## src/rtl/core/cvr_pkg.sv

```systemverilog
`timescale 1ns / 1ps
// ----------------------------------------------------------------------------
// cvr_pkg: shared types, constants and tables for the cube rotation remapper
// Holds the per-rotation axis selection and the rotation quaternions (Q2.14).
// ----------------------------------------------------------------------------
package cvr_pkg;

    // Volume geometry
    localparam int MAX_EDGE  = 256;
    localparam int EDGE_W    = $clog2(MAX_EDGE + 1);
    localparam int COORD_W   = 8;
    localparam int PART_W    = 16;
    localparam int ADDR_W    = 24;
    localparam int VALUE_W   = 32;
    localparam int QUAT_W    = 16;
    localparam int ROT_W     = 5;
    localparam int NUM_ROT   = 24;

    // Configuration register indexes
    localparam logic CFG_EDGE_SIZE = 1'b0;
    localparam logic CFG_ROTATION  = 1'b1;

    // Quaternion constants, Q2.14
    localparam logic signed [QUAT_W-1:0] Q_ZERO = 16'sd0;
    localparam logic signed [QUAT_W-1:0] Q_ONE  = 16'sd16384;
    localparam logic signed [QUAT_W-1:0] Q_HALF = 16'sd8192;
    localparam logic signed [QUAT_W-1:0] Q_SQ   = 16'sd11585;
    localparam logic signed [QUAT_W-1:0] Q_NHALF = -16'sd8192;
    localparam logic signed [QUAT_W-1:0] Q_NSQ   = -16'sd11585;

    // Source axis select: bits 1:0 pick the axis, bit 2 mirrors it
    typedef enum logic [2:0] {
        AX = 3'd0,
        AY = 3'd1,
        AZ = 3'd2,
        MX = 3'd4,
        MY = 3'd5,
        MZ = 3'd6
    } axis_code_t;

    typedef struct packed {
        axis_code_t cx;
        axis_code_t cy;
        axis_code_t cz;
    } axis_sel_t;

    typedef struct packed {
        logic signed [QUAT_W-1:0] w;
        logic signed [QUAT_W-1:0] x;
        logic signed [QUAT_W-1:0] y;
        logic signed [QUAT_W-1:0] z;
    } quat_t;

    // Remapped coordinates of one voxel plus range flag
    typedef struct packed {
        logic [COORD_W-1:0] dx;
        logic [COORD_W-1:0] dy;
        logic [COORD_W-1:0] dz;
        logic               bad;
    } coord_t;

    // Fold rotation codes above the table onto identity
    function automatic logic [ROT_W-1:0] rot_clamp(input logic [ROT_W-1:0] r);
        logic [ROT_W-1:0] res;
        res = (r > ROT_W'(NUM_ROT - 1)) ? '0 : r;
        return res;
    endfunction

    // Source axis for destination x, y, z per rotation
    function automatic axis_sel_t rot_axes(input logic [ROT_W-1:0] r);
        axis_sel_t s;
        unique case (r)
            5'd0:    s = '{AX, AY, AZ};
            5'd1:    s = '{AX, MY, MZ};
            5'd2:    s = '{MX, AY, MZ};
            5'd3:    s = '{MX, MY, AZ};
            5'd4:    s = '{MZ, MY, MX};
            5'd5:    s = '{MZ, AY, AX};
            5'd6:    s = '{AZ, MY, AX};
            5'd7:    s = '{AZ, AY, MX};
            5'd8:    s = '{AZ, AX, AY};
            5'd9:    s = '{AZ, MX, MY};
            5'd10:   s = '{MZ, AX, MY};
            5'd11:   s = '{MZ, MX, AY};
            5'd12:   s = '{MY, MX, MZ};
            5'd13:   s = '{MY, AX, AZ};
            5'd14:   s = '{AY, MX, AZ};
            5'd15:   s = '{AY, AX, MZ};
            5'd16:   s = '{AY, AZ, AX};
            5'd17:   s = '{AY, MZ, MX};
            5'd18:   s = '{MY, AZ, MX};
            5'd19:   s = '{MY, MZ, AX};
            5'd20:   s = '{MX, MZ, MY};
            5'd21:   s = '{MX, AZ, AY};
            5'd22:   s = '{AX, MZ, AY};
            5'd23:   s = '{AX, AZ, MY};
            default: s = '{AX, AY, AZ};
        endcase
        return s;
    endfunction

    // Unit quaternion per rotation, w x y z
    function automatic quat_t rot_quat(input logic [ROT_W-1:0] r);
        quat_t q;
        unique case (r)
            5'd0:    q = '{Q_ONE,   Q_ZERO,  Q_ZERO,  Q_ZERO};
            5'd1:    q = '{Q_ZERO,  Q_ONE,   Q_ZERO,  Q_ZERO};
            5'd2:    q = '{Q_ZERO,  Q_ZERO,  Q_ONE,   Q_ZERO};
            5'd3:    q = '{Q_ZERO,  Q_ZERO,  Q_ZERO,  Q_ONE};
            5'd4:    q = '{Q_ZERO,  Q_SQ,    Q_ZERO,  Q_NSQ};
            5'd5:    q = '{Q_NSQ,   Q_ZERO,  Q_SQ,    Q_ZERO};
            5'd6:    q = '{Q_ZERO,  Q_NSQ,   Q_ZERO,  Q_NSQ};
            5'd7:    q = '{Q_SQ,    Q_ZERO,  Q_SQ,    Q_ZERO};
            5'd8:    q = '{Q_HALF,  Q_HALF,  Q_HALF,  Q_HALF};
            5'd9:    q = '{Q_NHALF, Q_HALF,  Q_NHALF, Q_HALF};
            5'd10:   q = '{Q_NHALF, Q_HALF,  Q_HALF,  Q_NHALF};
            5'd11:   q = '{Q_NHALF, Q_NHALF, Q_HALF,  Q_HALF};
            5'd12:   q = '{Q_ZERO,  Q_SQ,    Q_NSQ,   Q_ZERO};
            5'd13:   q = '{Q_NSQ,   Q_ZERO,  Q_ZERO,  Q_NSQ};
            5'd14:   q = '{Q_SQ,    Q_ZERO,  Q_ZERO,  Q_NSQ};
            5'd15:   q = '{Q_ZERO,  Q_SQ,    Q_SQ,    Q_ZERO};
            5'd16:   q = '{Q_NHALF, Q_HALF,  Q_HALF,  Q_HALF};
            5'd17:   q = '{Q_NHALF, Q_NHALF, Q_NHALF, Q_HALF};
            5'd18:   q = '{Q_NHALF, Q_HALF,  Q_NHALF, Q_NHALF};
            5'd19:   q = '{Q_NHALF, Q_NHALF, Q_HALF,  Q_NHALF};
            5'd20:   q = '{Q_ZERO,  Q_ZERO,  Q_SQ,    Q_NSQ};
            5'd21:   q = '{Q_ZERO,  Q_ZERO,  Q_SQ,    Q_SQ};
            5'd22:   q = '{Q_NSQ,   Q_NSQ,   Q_ZERO,  Q_ZERO};
            5'd23:   q = '{Q_SQ,    Q_NSQ,   Q_ZERO,  Q_ZERO};
            default: q = '{Q_ONE,   Q_ZERO,  Q_ZERO,  Q_ZERO};
        endcase
        return q;
    endfunction

endpackage

```

## src/rtl/core/cube_volume_rotation_remap.sv

```systemverilog
`timescale 1ns / 1ps
// ----------------------------------------------------------------------------
// cube_volume_rotation_remap: voxel destination address for cube rotations
// Remaps one voxel per beat to its rotated linear address and tags it with
// the rotation quaternion.
// ----------------------------------------------------------------------------
// Usage:
//   s_axis carries one voxel per beat: value and x, y, z coordinates.
//   m_axis returns one beat per voxel: destination address z*n*n+y*n+x after
//   the selected rotation, the value unchanged and the quaternion (Q2.14);
//   tuser flags a coordinate at or beyond the edge (address then reads 0).
//   cfg_we/cfg_index/cfg_data write edge_size (index 0) and rotation
//   (index 1); write them only while no beat is in flight.
// Timing:
//   Three register stages: input, after the first multiply (dz*n+dy), and
//   the result register after the second multiply. A beat passes these in
//   order to m_axis; one beat per cycle sustained while m_axis_tready is high.
// Reset:
//   rst_n clears all stage valid flags; edge_size returns to 256 and
//   rotation to 0 (identity).
// Stall:
//   A stalled m_axis holds its beat; the stages behind fill in turn and
//   s_axis_tready drops only when all three stages are occupied.
// ----------------------------------------------------------------------------
module cube_volume_rotation_remap
    import cvr_pkg::*;
(
    input  logic          clk,
    input  logic          rst_n,
    // configuration write port
    input  logic          cfg_we,
    input  logic          cfg_index,
    input  logic [8:0]    cfg_data,
    // input voxel stream
    input  logic          s_axis_tvalid,
    output logic          s_axis_tready,
    input  logic [55:0]   s_axis_tdata,   // voxel_value[31:0], pos_x, pos_y, pos_z
    // output stream
    output logic          m_axis_tvalid,
    input  logic          m_axis_tready,
    output logic [119:0]  m_axis_tdata,   // dest_address[23:0], moved_value[31:0],
                                          // quat_w, quat_x, quat_y, quat_z
    output logic          m_axis_tuser    // out_of_range
);

    // Configuration registers
    logic [EDGE_W-1:0] edge_size_reg;
    logic [ROT_W-1:0]  rotation_reg;

    always_ff @(posedge clk or negedge rst_n)
    begin
        if (!rst_n)
        begin
            edge_size_reg <= EDGE_W'(MAX_EDGE);
            rotation_reg  <= '0;
        end
        else if (cfg_we)
        begin
            unique case (cfg_index)
                CFG_EDGE_SIZE: edge_size_reg <= cfg_data[EDGE_W-1:0];
                CFG_ROTATION:  rotation_reg  <= cfg_data[ROT_W-1:0];
                default:       ;
            endcase
        end
    end

    // Effective edge and rotation
    logic [EDGE_W-1:0] edge_n;
    logic [ROT_W-1:0]  rot_eff;

    always_comb
    begin
        priority if (edge_size_reg == '0)
            edge_n = EDGE_W'(1);
        else if (edge_size_reg > EDGE_W'(MAX_EDGE))
            edge_n = EDGE_W'(MAX_EDGE);
        else
            edge_n = edge_size_reg;
    end

    assign rot_eff = rot_clamp(rotation_reg);

    // Stage handshake chain
    logic s1_valid_reg, s2_valid_reg, out_valid_reg;
    logic s1_ready, s2_ready, out_ready;

    assign out_ready     = !out_valid_reg || m_axis_tready;
    assign s2_ready      = !s2_valid_reg || out_ready;
    assign s1_ready      = !s1_valid_reg || s2_ready;
    assign s_axis_tready = s1_ready;

    always_ff @(posedge clk or negedge rst_n)
    begin
        if (!rst_n)
        begin
            s1_valid_reg  <= 1'b0;
            s2_valid_reg  <= 1'b0;
            out_valid_reg <= 1'b0;
        end
        else
        begin
            if (s1_ready)
                s1_valid_reg <= s_axis_tvalid;
            if (s2_ready)
                s2_valid_reg <= s1_valid_reg;
            if (out_ready)
                out_valid_reg <= s2_valid_reg;
        end
    end

    // Stage 1: input register
    logic [VALUE_W-1:0] s1_value_reg;
    logic [COORD_W-1:0] s1_x_reg, s1_y_reg, s1_z_reg;

    always_ff @(posedge clk)
    begin
        if (s1_ready && s_axis_tvalid)
        begin
            s1_value_reg <= s_axis_tdata[31:0];
            s1_x_reg     <= s_axis_tdata[39:32];
            s1_y_reg     <= s_axis_tdata[47:40];
            s1_z_reg     <= s_axis_tdata[55:48];
        end
    end

    // Remap, then first multiply dz*n+dy
    coord_t              coord;
    logic [PART_W:0]     part_next;

    cvr_coord_remap u_remap (
        .pos_x  (s1_x_reg),
        .pos_y  (s1_y_reg),
        .pos_z  (s1_z_reg),
        .edge_n (edge_n),
        .rot    (rot_eff),
        .coord  (coord)
    );

    assign part_next = (PART_W+1)'(coord.dz) * (PART_W+1)'(edge_n)
                     + (PART_W+1)'(coord.dy);

    // Stage 2 register
    logic [PART_W-1:0]  s2_part_reg;
    logic [COORD_W-1:0] s2_dx_reg;
    logic               s2_bad_reg;
    logic [VALUE_W-1:0] s2_value_reg;
    logic [ROT_W-1:0]   s2_rot_reg;

    always_ff @(posedge clk)
    begin
        if (s2_ready && s1_valid_reg)
        begin
            s2_part_reg  <= part_next[PART_W-1:0];
            s2_dx_reg    <= coord.dx;
            s2_bad_reg   <= coord.bad;
            s2_value_reg <= s1_value_reg;
            s2_rot_reg   <= rot_eff;
        end
    end

    // Second multiply part*n+dx, quaternion lookup
    logic [ADDR_W:0]   addr_full;
    logic [ADDR_W-1:0] addr_next;
    quat_t             quat_next;

    assign addr_full = (ADDR_W+1)'(s2_part_reg) * (ADDR_W+1)'(edge_n)
                     + (ADDR_W+1)'(s2_dx_reg);
    assign addr_next = s2_bad_reg ? '0 : addr_full[ADDR_W-1:0];
    assign quat_next = rot_quat(s2_rot_reg);

    // Result register
    logic [ADDR_W-1:0]  out_addr_reg;
    logic [VALUE_W-1:0] out_value_reg;
    quat_t              out_quat_reg;
    logic               out_bad_reg;

    always_ff @(posedge clk)
    begin
        if (out_ready && s2_valid_reg)
        begin
            out_addr_reg  <= addr_next;
            out_value_reg <= s2_value_reg;
            out_quat_reg  <= quat_next;
            out_bad_reg   <= s2_bad_reg;
        end
    end

    assign m_axis_tvalid = out_valid_reg;
    assign m_axis_tdata  = {out_quat_reg.z, out_quat_reg.y, out_quat_reg.x,
                            out_quat_reg.w, out_value_reg, out_addr_reg};
    assign m_axis_tuser  = out_bad_reg;

`ifndef SYNTH
    // Flagged beat carries a zero address
    a_bad_addr_zero: assert property (@(posedge clk) disable iff (!rst_n)
        (m_axis_tvalid && m_axis_tuser) |-> (m_axis_tdata[23:0] == 24'd0))
        else $error("out_of_range beat with nonzero address");

    // Input only backpressured when every stage is full
    a_ready_full: assert property (@(posedge clk) disable iff (!rst_n)
        !s_axis_tready |-> (s1_valid_reg && s2_valid_reg && out_valid_reg))
        else $error("input stalled with a free stage");

    // Stage 1 beat moves on when stage 2 can take it
    a_s1_advance: assert property (@(posedge clk) disable iff (!rst_n)
        (s1_valid_reg && s2_ready) |=> s2_valid_reg)
        else $error("stage 1 beat dropped");
`endif

endmodule

```

## src/rtl/core/cvr_coord_remap.sv

```systemverilog
`timescale 1ns / 1ps
// ----------------------------------------------------------------------------
// cvr_coord_remap: coordinate permutation and mirroring
// Picks and mirrors the source axes for the selected rotation and flags any
// coordinate at or beyond the edge length.
// ----------------------------------------------------------------------------
module cvr_coord_remap
    import cvr_pkg::*;
(
    input  logic [COORD_W-1:0] pos_x,
    input  logic [COORD_W-1:0] pos_y,
    input  logic [COORD_W-1:0] pos_z,
    input  logic [EDGE_W-1:0]  edge_n,
    input  logic [ROT_W-1:0]   rot,
    output coord_t             coord
);

    axis_sel_t sel;

    // One destination axis: pick source, mirror as n-1-c if asked
    function automatic logic [COORD_W-1:0] pick(
        input axis_code_t         code,
        input logic [COORD_W-1:0] sx,
        input logic [COORD_W-1:0] sy,
        input logic [COORD_W-1:0] sz,
        input logic [EDGE_W-1:0]  n
    );
        logic [COORD_W-1:0] c;
        logic [EDGE_W-1:0]  m;
        logic [1:0]         ax;
        ax = code[1:0];
        unique case (ax)
            2'd0:    c = sx;
            2'd1:    c = sy;
            2'd2:    c = sz;
            default: c = '0;
        endcase
        m = n - EDGE_W'(1) - EDGE_W'(c);
        return code[2] ? m[COORD_W-1:0] : c;
    endfunction

    assign sel = rot_axes(rot);

    // Remap and range check
    always_comb
    begin
        coord.dx  = pick(sel.cx, pos_x, pos_y, pos_z, edge_n);
        coord.dy  = pick(sel.cy, pos_x, pos_y, pos_z, edge_n);
        coord.dz  = pick(sel.cz, pos_x, pos_y, pos_z, edge_n);
        coord.bad = (EDGE_W'(pos_x) >= edge_n) || (EDGE_W'(pos_y) >= edge_n)
                 || (EDGE_W'(pos_z) >= edge_n);
    end

endmodule
```

## config.mk

```make
export PLATFORM = sky130hd
export DESIGN_NAME = cube_volume_rotation_remap
export DESIGN_NICKNAME = d
export VERILOG_FILES = /design/src/rtl/core/cvr_pkg.sv /design/src/rtl/core/cube_volume_rotation_remap.sv /design/src/rtl/core/cvr_coord_remap.sv
export SDC_FILE = /design/constraint.sdc
export NUM_CORES = 1
export LEC_CHECK = 0
export ABC_AREA = 1
export BUFFER_PORTS_ARGS = -buffer_cell sky130_fd_sc_hd__buf_4
export CAP_MARGIN = 20
export CORE_MARGIN = 2
export CORE_UTILIZATION = 60
export CTS_CLUSTER_SIZE = 16
export DETAILED_ROUTE_END_ITERATION = 8
export PLACE_DENSITY = 0.8
export SLEW_MARGIN = 10
export SYNTH_ARGS = -nofsm -noshare
export SYNTH_HDL_FRONTEND = slang
export SYNTH_HIERARCHICAL = 1
export SYNTH_SLANG_ARGS = --single-unit
```

## constraint.sdc

```tcl
create_clock -name clk -period 12.4 [get_ports clk]
set_input_delay 2.48 -clock clk [delete_from_list [all_inputs] [get_ports clk]]
set_output_delay 2.48 -clock clk [all_outputs]
set_load 0.02 [all_outputs]
```

==> results of run 1 <==
-- metrics by stage --
stage	util	power (mW)	worst slack, ps	area, um2	instances
after floorplan	-	4.04	5430	18300	2056
after global placement	0.662	4.85	4690	19700	2567
after detailed placement	0.662	4.95	4540	19700	2567
after CTS	0.686	5.65	4500	20500	2604
after global routing	0.686	6.24	3900	20500	2604
final	0.686	5.65	4370	20500	2604
-- worst max-delay path by stage --
stage / startpoint / endpoint / slack (ps) / depth (start not counted)
floorplan: m_axis_tready / m_axis_tdata[100] / 5430 / 2
global placement: rotation_reg[4] / s2_part_reg[15] / 4690 / 30
detailed placement: rotation_reg[4] / s2_part_reg[15] / 4540 / 30
CTS: rotation_reg[4] / s2_part_reg[15] / 4500 / 30
global route: rotation_reg[4] / s2_part_reg[15] / 3900 / 30
finish: rotation_reg[4] / s2_part_reg[15] / 4370 / 30
-- cell usage in the layout, fill, tap and decap left out, types with 4 or more instances in the layout --
cell type / Yosys / layout
inv_2: 13 / 15
nor2_4: 4 / 4
fa_1: 154 / 154
o22ai_1: 6 / 6
and2_1: 6 / 6
nand3_1: 80 / 80
nand2_1: 534 / 534
inv_1: 380 / 378
xor2_1: 21 / 21
buf_4: 44 / 200
a21o_1: 5 / 5
o21ai_0: 44 / 44
a21oi_1: 63 / 62
edfxtp_1: 199 / 199
xnor2_1: 11 / 11
nand2_2: 4 / 4
nand4_1: 20 / 20
nor2_1: 179 / 179
nand3b_1: 7 / 7
clkbuf_16: 0 / 23
or2_2: 4 / 4
nor3_1: 10 / 10
dfrtp_1: 16 / 16
inv_6: 1 / 4
nor2_2: 13 / 13
ha_1: 159 / 159
o21ai_1: 6 / 6
-- logic make-up (layout without fill, tap and decap cells) --
family | after synthesis | in the layout | share of synthesized area
flops | 216 | 216 | 0.351
xor+xnor | 32 | 32 | 0.0154
fa+ha+maj | 313 | 313 | 0.278
simple gates | 873 | 873 | 0.200
compound gates | 148 | 148 | 0.0459
buf+inv | 474 | 632 | 0.110
-- power by group through the flow --
stage | sequential, mW | combinational [mW] | clock, mW
global placement | 1.23 | 3.62 | 0
CTS | 1.22 | 3.75 | 0.673
floorplan | 1.29 | 2.75 | 0
detailed placement | 1.24 | 3.71 | 0
finish | 1.23 | 3.76 | 0.660
global route | 1.24 | 4.30 | 0.698
-- routing by layer --
layer / routed length, um / up-vias / GRT usage
met3: 3500 / 107 / 0.0405
met2: 20100 / 655 / 0.468
met5: 0 / - / 0
li1: - / 6716 / -
met1: 17300 / 6753 / 0.360
met4: 1380 / 0 / 0.102
-- critical path, delay by kind of cell, from the launching register on --
| family | cells | cell delay (ps) |
|---|---|---|
| flip-flops | 1 | 420 |
| buffers and inverters | 7 | 520 |
| AO/OA/AOI/OAI | 5 | 1890 |
| AND/OR/NAND/NOR | 10 | 1520 |
| adder cells (fa/ha/maj) | 8 | 3420 |
-- cell type report --
class,count,share of cell area
Clock inverter,12,0.00648
Tap cell,390,0.0239
Timing Repair Buffer,200,0.0734
Sequential cell,216,0.313
Multi-Input combinational cell,1366,0.482
Clock buffer,25,0.0285
Inverter,395,0.0727
==> key figures, run 1 <==
Routing
  • DR vias/cell: 5.47
  • Initial DRT Pass Iterations: 5
  • Residual DRC count: 0
  • DRT antenna net count: 0
  • Final wirelength: 42.3 mm
  • Iteration-0 DRC Markers: 1,160
  • Vias: 14.2k
  • DR WL/cell: ~16 um

Power
  • Internal power: 2.85 mW
  • Leak: ~10 nW
  • Sw power: 2.80 mW
  • Flop pwr share: 0.217
  • Maximum vdd drop: between 150 and 200 uV
  • Gate power share: 0.666
  • P per Cell Area: around 280 nW/um2
  • Clk pwr share: 0.117
  • Switching part of the total: 0.496

Critical path
  • CP max stage delay: ~800 ps
  • Worst r2r path cells: 30
  • CP Data Required Time: 12,680 ps
  • Launching point of the worst reg2reg path: rotation_reg[4]
  • CP dominant cell by count: nand2_1
  • Flop2flop setup slack: around 4400 ps
  • Crit path arrival time: 8310 ps
  • RR Endpoint: s2_part_reg[15]
  • CP startpoint kind: flip-flop
  • Slowest-stage cell, CP: o21ai_0
  • Critical Path Sink Type: flip-flop
  • Critical path type: flip-flop to flip-flop
  • Critical path fanouts, max: 9

Synthesis
  • Post-synthesis sequential area ratio: 0.351
  • Syn. warnings: 6
  • Total nets after synthesis: around 2.4k
  • Flops & latches, synth: approximately 220
  • Async set-reset flop share out of synthesis: 0.0787
  • Post-synth top flop: edfxtp_1
  • Avg Inst Size Synth: 8.88 um2
  • Count leader, synth: nand2_1
  • List of most frequent post-synthesis cells: nand2_1 (534), inv_1 (380), edfxtp_1 (199)
  • Synth Instances: between 2k and 2.5k
  • EDFF count, synth: 199
  • Cell variety after synth: 56
  • Synth area leaders: edfxtp_1 (33%), fa_1 (17%), nand2_1 (11%)
  • Synth top area share: 0.327
  • Synth area leader: edfxtp_1
  • Mapped cell area: 18,300 um2

Floorplanning
  • Initial Util: 0.612
  • Number of I/O pins: 194
  • DIE AREA: 31,800 um2
  • Die W: 178 um
  • FP Rows: 63
  • Core region area: 29,800 um2
  • Die H: 178 um

STA
  • Final hold vios: 0
  • RSZ-0062 raised after global routing: no
  • Final setup fails: 0
  • Final period utilization: 0.647
  • Post-Route Setup TNS: 0 ps
  • Max-slew headroom: 0.330
  • Skew final: 21.0 ps
  • Measured slew at the worst slew-check pin: roughly 990 ps
  • Fin Hold WS: 412 ps
  • Minimum clock period: 8030 ps
  • FMAX: 125 MHz
  • Final-report max-slew violation count: 0

Global routing
  • Global-route wire length before repair: 68.9 mm
  • Initial antenna violation count: 0
  • Total grt overflow: 0
  • Gr usage total: 0.276
  • Vias in the first global route: 14.2k
  • Largest net degree at the start of global routing: about 70

Place
  • RD Place Congestion: 0.999
  • IO buf count: between 150 and 200
  • HPWL Detailed: approximately 33 mm

Clock tree
  • Post-CTS Setup Bufs: 0
  • CTS tree: yes
  • Cts bufs inserted: 23
  • Post-CTS Resized: 0
  • Clock Tree Buf Depth: 3
  • Clk pin slew, worst setup/hold paths: 70 ps
  • Clock Latency Late Sink: between 500 and 600 ps
  • Sink Count: 216
  • Root Buffer: clkbuf_16
  • H-tree Lvls: 1
  • Cts hold-fix bufs: 0

Outcome
  • Status: finished clean

Cells and area
  • Fill cells: 2,341
  • Area Growth Syn to Fin: 12.1%
  • Share of cells above drive strength 1: 0.131
  • Area of the multi-input gates: 9860 um2
  • Final nets: between 2k and 3k
  • Reg area: 6400 um2
  • Antenna diodes: 0

Job
  • Max Cap Viol: 0

Worst hold path
  • Worst Hold Launch: s2_value_reg[29]
  • Worst Hold Class: flip-flop to flip-flop
  • Cells on Worst Hold Path: 0
  • Worst Hold End: out_value_reg[29]
(Power assumes the default switching activity.)
==> run 2: changes to the inputs <==
==> constraint.sdc (replaced) <==
create_clock -name clk -period 7.57 [get_ports clk]
set_input_delay 1.514 -clock clk [delete_from_list [all_inputs] [get_ports clk]]
set_output_delay 1.514 -clock clk [all_outputs]
set_load 0.02 [all_outputs]
==> key figures, run 2 (synthesis gave the netlist of run 1 again) <==
Outcome
  • Status: finished clean

Floorplanning
  • FP Rows: 63 (unchanged)
  • DIE AREA: 31,800 um2 (unchanged)
  • Initial Util: 0.612 (unchanged)
  • Number of I/O pins: 194 (unchanged)
  • Core region area: 29,800 um2 (unchanged)
  • Die W: 178 um (unchanged)
  • Die H: 178 um (unchanged)

Power
  • Leak: 10.5 nW (+0.77%)
  • Design Power: 9.45 mW (+67%)
  • Maximum vdd drop: 391 uV (+120%)
  • Sw power: 4.68 mW (+67%)
  • Flop pwr share: 0.213 (-0.004)
  • P per Cell Area: 458 nW/um2 (+66%)
  • Switching part of the total: 0.495 (-0.000586)
  • Gate power share: 0.666 (about the same)
  • Internal power: 4.77 mW (+67%)
  • Clk pwr share: 0.121 (+0.004)

Worst hold path
  • Worst Hold Class: flip-flop to flip-flop

Clock tree
  • Clock Tree Buf Depth: 3 (unchanged)
  • Post-CTS Setup Bufs: 0 (unchanged)
  • Clk pin slew, worst setup/hold paths: 60 ps (about the same)
  • Sink Count: 216 (unchanged)
  • Clock Latency Late Sink: 520 ps (about the same)
  • Cts bufs inserted: 24 (+4.3%)
  • Root Buffer: clkbuf_16
  • Post-CTS Resized: 0 (unchanged)
  • Cts hold-fix bufs: 0 (unchanged)
  • CTS tree: yes
  • H-tree Lvls: 1 (unchanged)

STA
  • Final setup fails: 0 (unchanged)
  • Measured slew at the worst slew-check pin: 900 ps (-94.0 ps)
  • Fin Hold WS: 417 ps (+5.21 ps)
  • Minimum clock period: 6980 ps (-1050 ps)
  • Post-Route Setup TNS: 0 ps (unchanged)
  • Final-report max-slew violation count: 0 (unchanged)
  • Skew final: 17.8 ps (-3.18 ps)
  • Max-slew headroom: 0.400 (+0.0697)
  • FMAX: 143 MHz (+15%)
  • RSZ-0062 raised after global routing: no
  • Final hold vios: 0 (unchanged)
  • Final period utilization: 0.921 (+0.274)

Cells and area
  • Commonest non-fill, non-tap cells in the layout: nand2_1 (532), inv_1 (378), buf_4 (212)
  • Post-route cell area: 20,600 um2 (+0.87%)
  • Share of cells above drive strength 1: 0.139 (+0.00745)
  • Fill cells: 2,355 (+0.60%)
  • Area Growth Syn to Fin: 13.1%
  • Final nets: 2,599 (+0.50%)
  • Antenna diodes: 0 (unchanged)
  • Commonest non-fill, non-tap cell in the layout: nand2_1

Routing
  • Final wirelength: 43.0 mm (+1.5%)
  • Uppermost layer routed: met4
  • DRT met1 WL: 18.2 mm (+4.8%)
  • Met2 WL: 20.2 mm (+0.44%)
  • Vias: 14.2k (-0.46%)
  • Iteration-0 DRC Markers: 1,364 (+18%)
  • WL met3: 3.22 mm (-7.9%)
  • DR vias/cell: 5.40 (-1.1%)
  • DR WL/cell: 16.4 um (+0.80%)
  • Residual DRC count: 0 (unchanged)
  • DRT antenna net count: 0 (unchanged)
  • Initial DRT Pass Iterations: 6 (+1)

Critical path
  • Crit path capture: s2_part_reg[14]
  • CP max stage delay: 560 ps (-240 ps)
  • Flop2flop setup slack: 590 ps (-3780 ps)
  • CP startpoint kind: flip-flop
  • Launching point of the worst reg2reg path: edge_size_reg[1]
  • Beginning of the critical path: edge_size_reg[1]
  • CP dominant cell by count: nand2_1
  • CP Data Required Time: 7840 ps (-4840 ps)
  • Critical path fanouts, max: 22 (+13)
  • Crit path arrival time: 7250 ps (-1060 ps)
  • RR Endpoint: s2_part_reg[14]
  • Family with the most delay on the worst path: adder cells
  • Critical Path Sink Type: flip-flop
  • Critical path type: flip-flop to flip-flop
  • CP bufs+invs: 6 (-1)
  • Slowest-stage cell, CP: fa_1
  • Cell depth of the worst setup path: 35 (+17%)
  • Worst r2r path cells: 35 (+17%)

Global routing
  • Gr usage total: 0.283 (+0.00713)
  • Vias in the first global route: 14.3k (+0.50%)
  • Global-route wire length before repair: 70.7 mm (+2.6%)
  • Largest net degree at the start of global routing: 71 (-1.4%)
  • Total grt overflow: 0 (unchanged)
  • Initial antenna violation count: 0 (unchanged)

Job
  • Max Cap Viol: 0 (unchanged)

Place
  • IO buf count: 193 (unchanged)
  • RD Place Congestion: 0.941 (-5.8%)
  • Placed Area: 19,800 um2 (+0.46%)
  • HPWL Detailed: 34.2 mm (+3.1%)
## run 2: changes by cell type in the layout (fill, tap and decap cells not counted), moves of 2 or more
cell	change
buf_4	+12
clkbuf_1	+3
clkbuf_16	+2
clkinv_1	+2
clkinv_2	-2
clkinvlp_4	+2
inv_6	-2
nand2_1	-2
## run 2: how the worst min path moves through the flow
stage                           from          endpoint  cells past startpoint
finish               s2_value_reg[1]  out_value_reg[1]                      0
CTS                 s1_value_reg[30]  s2_value_reg[30]                      0
floorplan            s2_value_reg[0]  out_value_reg[0]                      0
detailed placement  s1_value_reg[11]  s2_value_reg[11]                      0
global placement    s1_value_reg[19]  s2_value_reg[19]                      0
global route        s1_value_reg[23]  s2_value_reg[23]                      0
## run 2: power groups by stage
stage | clock network, mW | registers, mW | logic [mW]
after global placement | 0 | 2.02 | 6.02
after CTS | 1.16 | 2.01 | 6.26
final | 1.14 | 2.01 | 6.29
after detailed placement | 0 | 2.03 | 6.18
after global routing | 1.21 | 2.04 | 7.23
after floorplan | 0 | 2.12 | 4.50
## run 2: layer usage
metal  vias up  global-route usage
li1       6737                   -
met1      6722               0.381
met2       614               0.468
met3        93              0.0471
met4         0              0.0932
met5         -                   0
## run 2: layout make-up
cell class / instances / area (um2) / share of cell area
Clock buffer: 31 / 658 / 0.0319
Clock inverter: 12 / 125 / 0.00606
Inverter: 395 / 1490 / 0.0721
Multi-Input combinational cell: 1366 / 9880 / 0.479
Sequential cell: 216 / 6400 / 0.310
Tap cell: 390 / 488 / 0.0237
Timing Repair Buffer: 212 / 1590 / 0.0771
## run 2: metrics by stage
stage | cells | util | setup slack (ps)
after floorplan | 2056 | - | 832
after global placement | 2579 | 0.665 | 699
after detailed placement | 2579 | 0.665 | 365
after CTS | 2622 | 0.692 | 349
after global routing | 2622 | 0.692 | 4.83
final | 2622 | 0.692 | 594
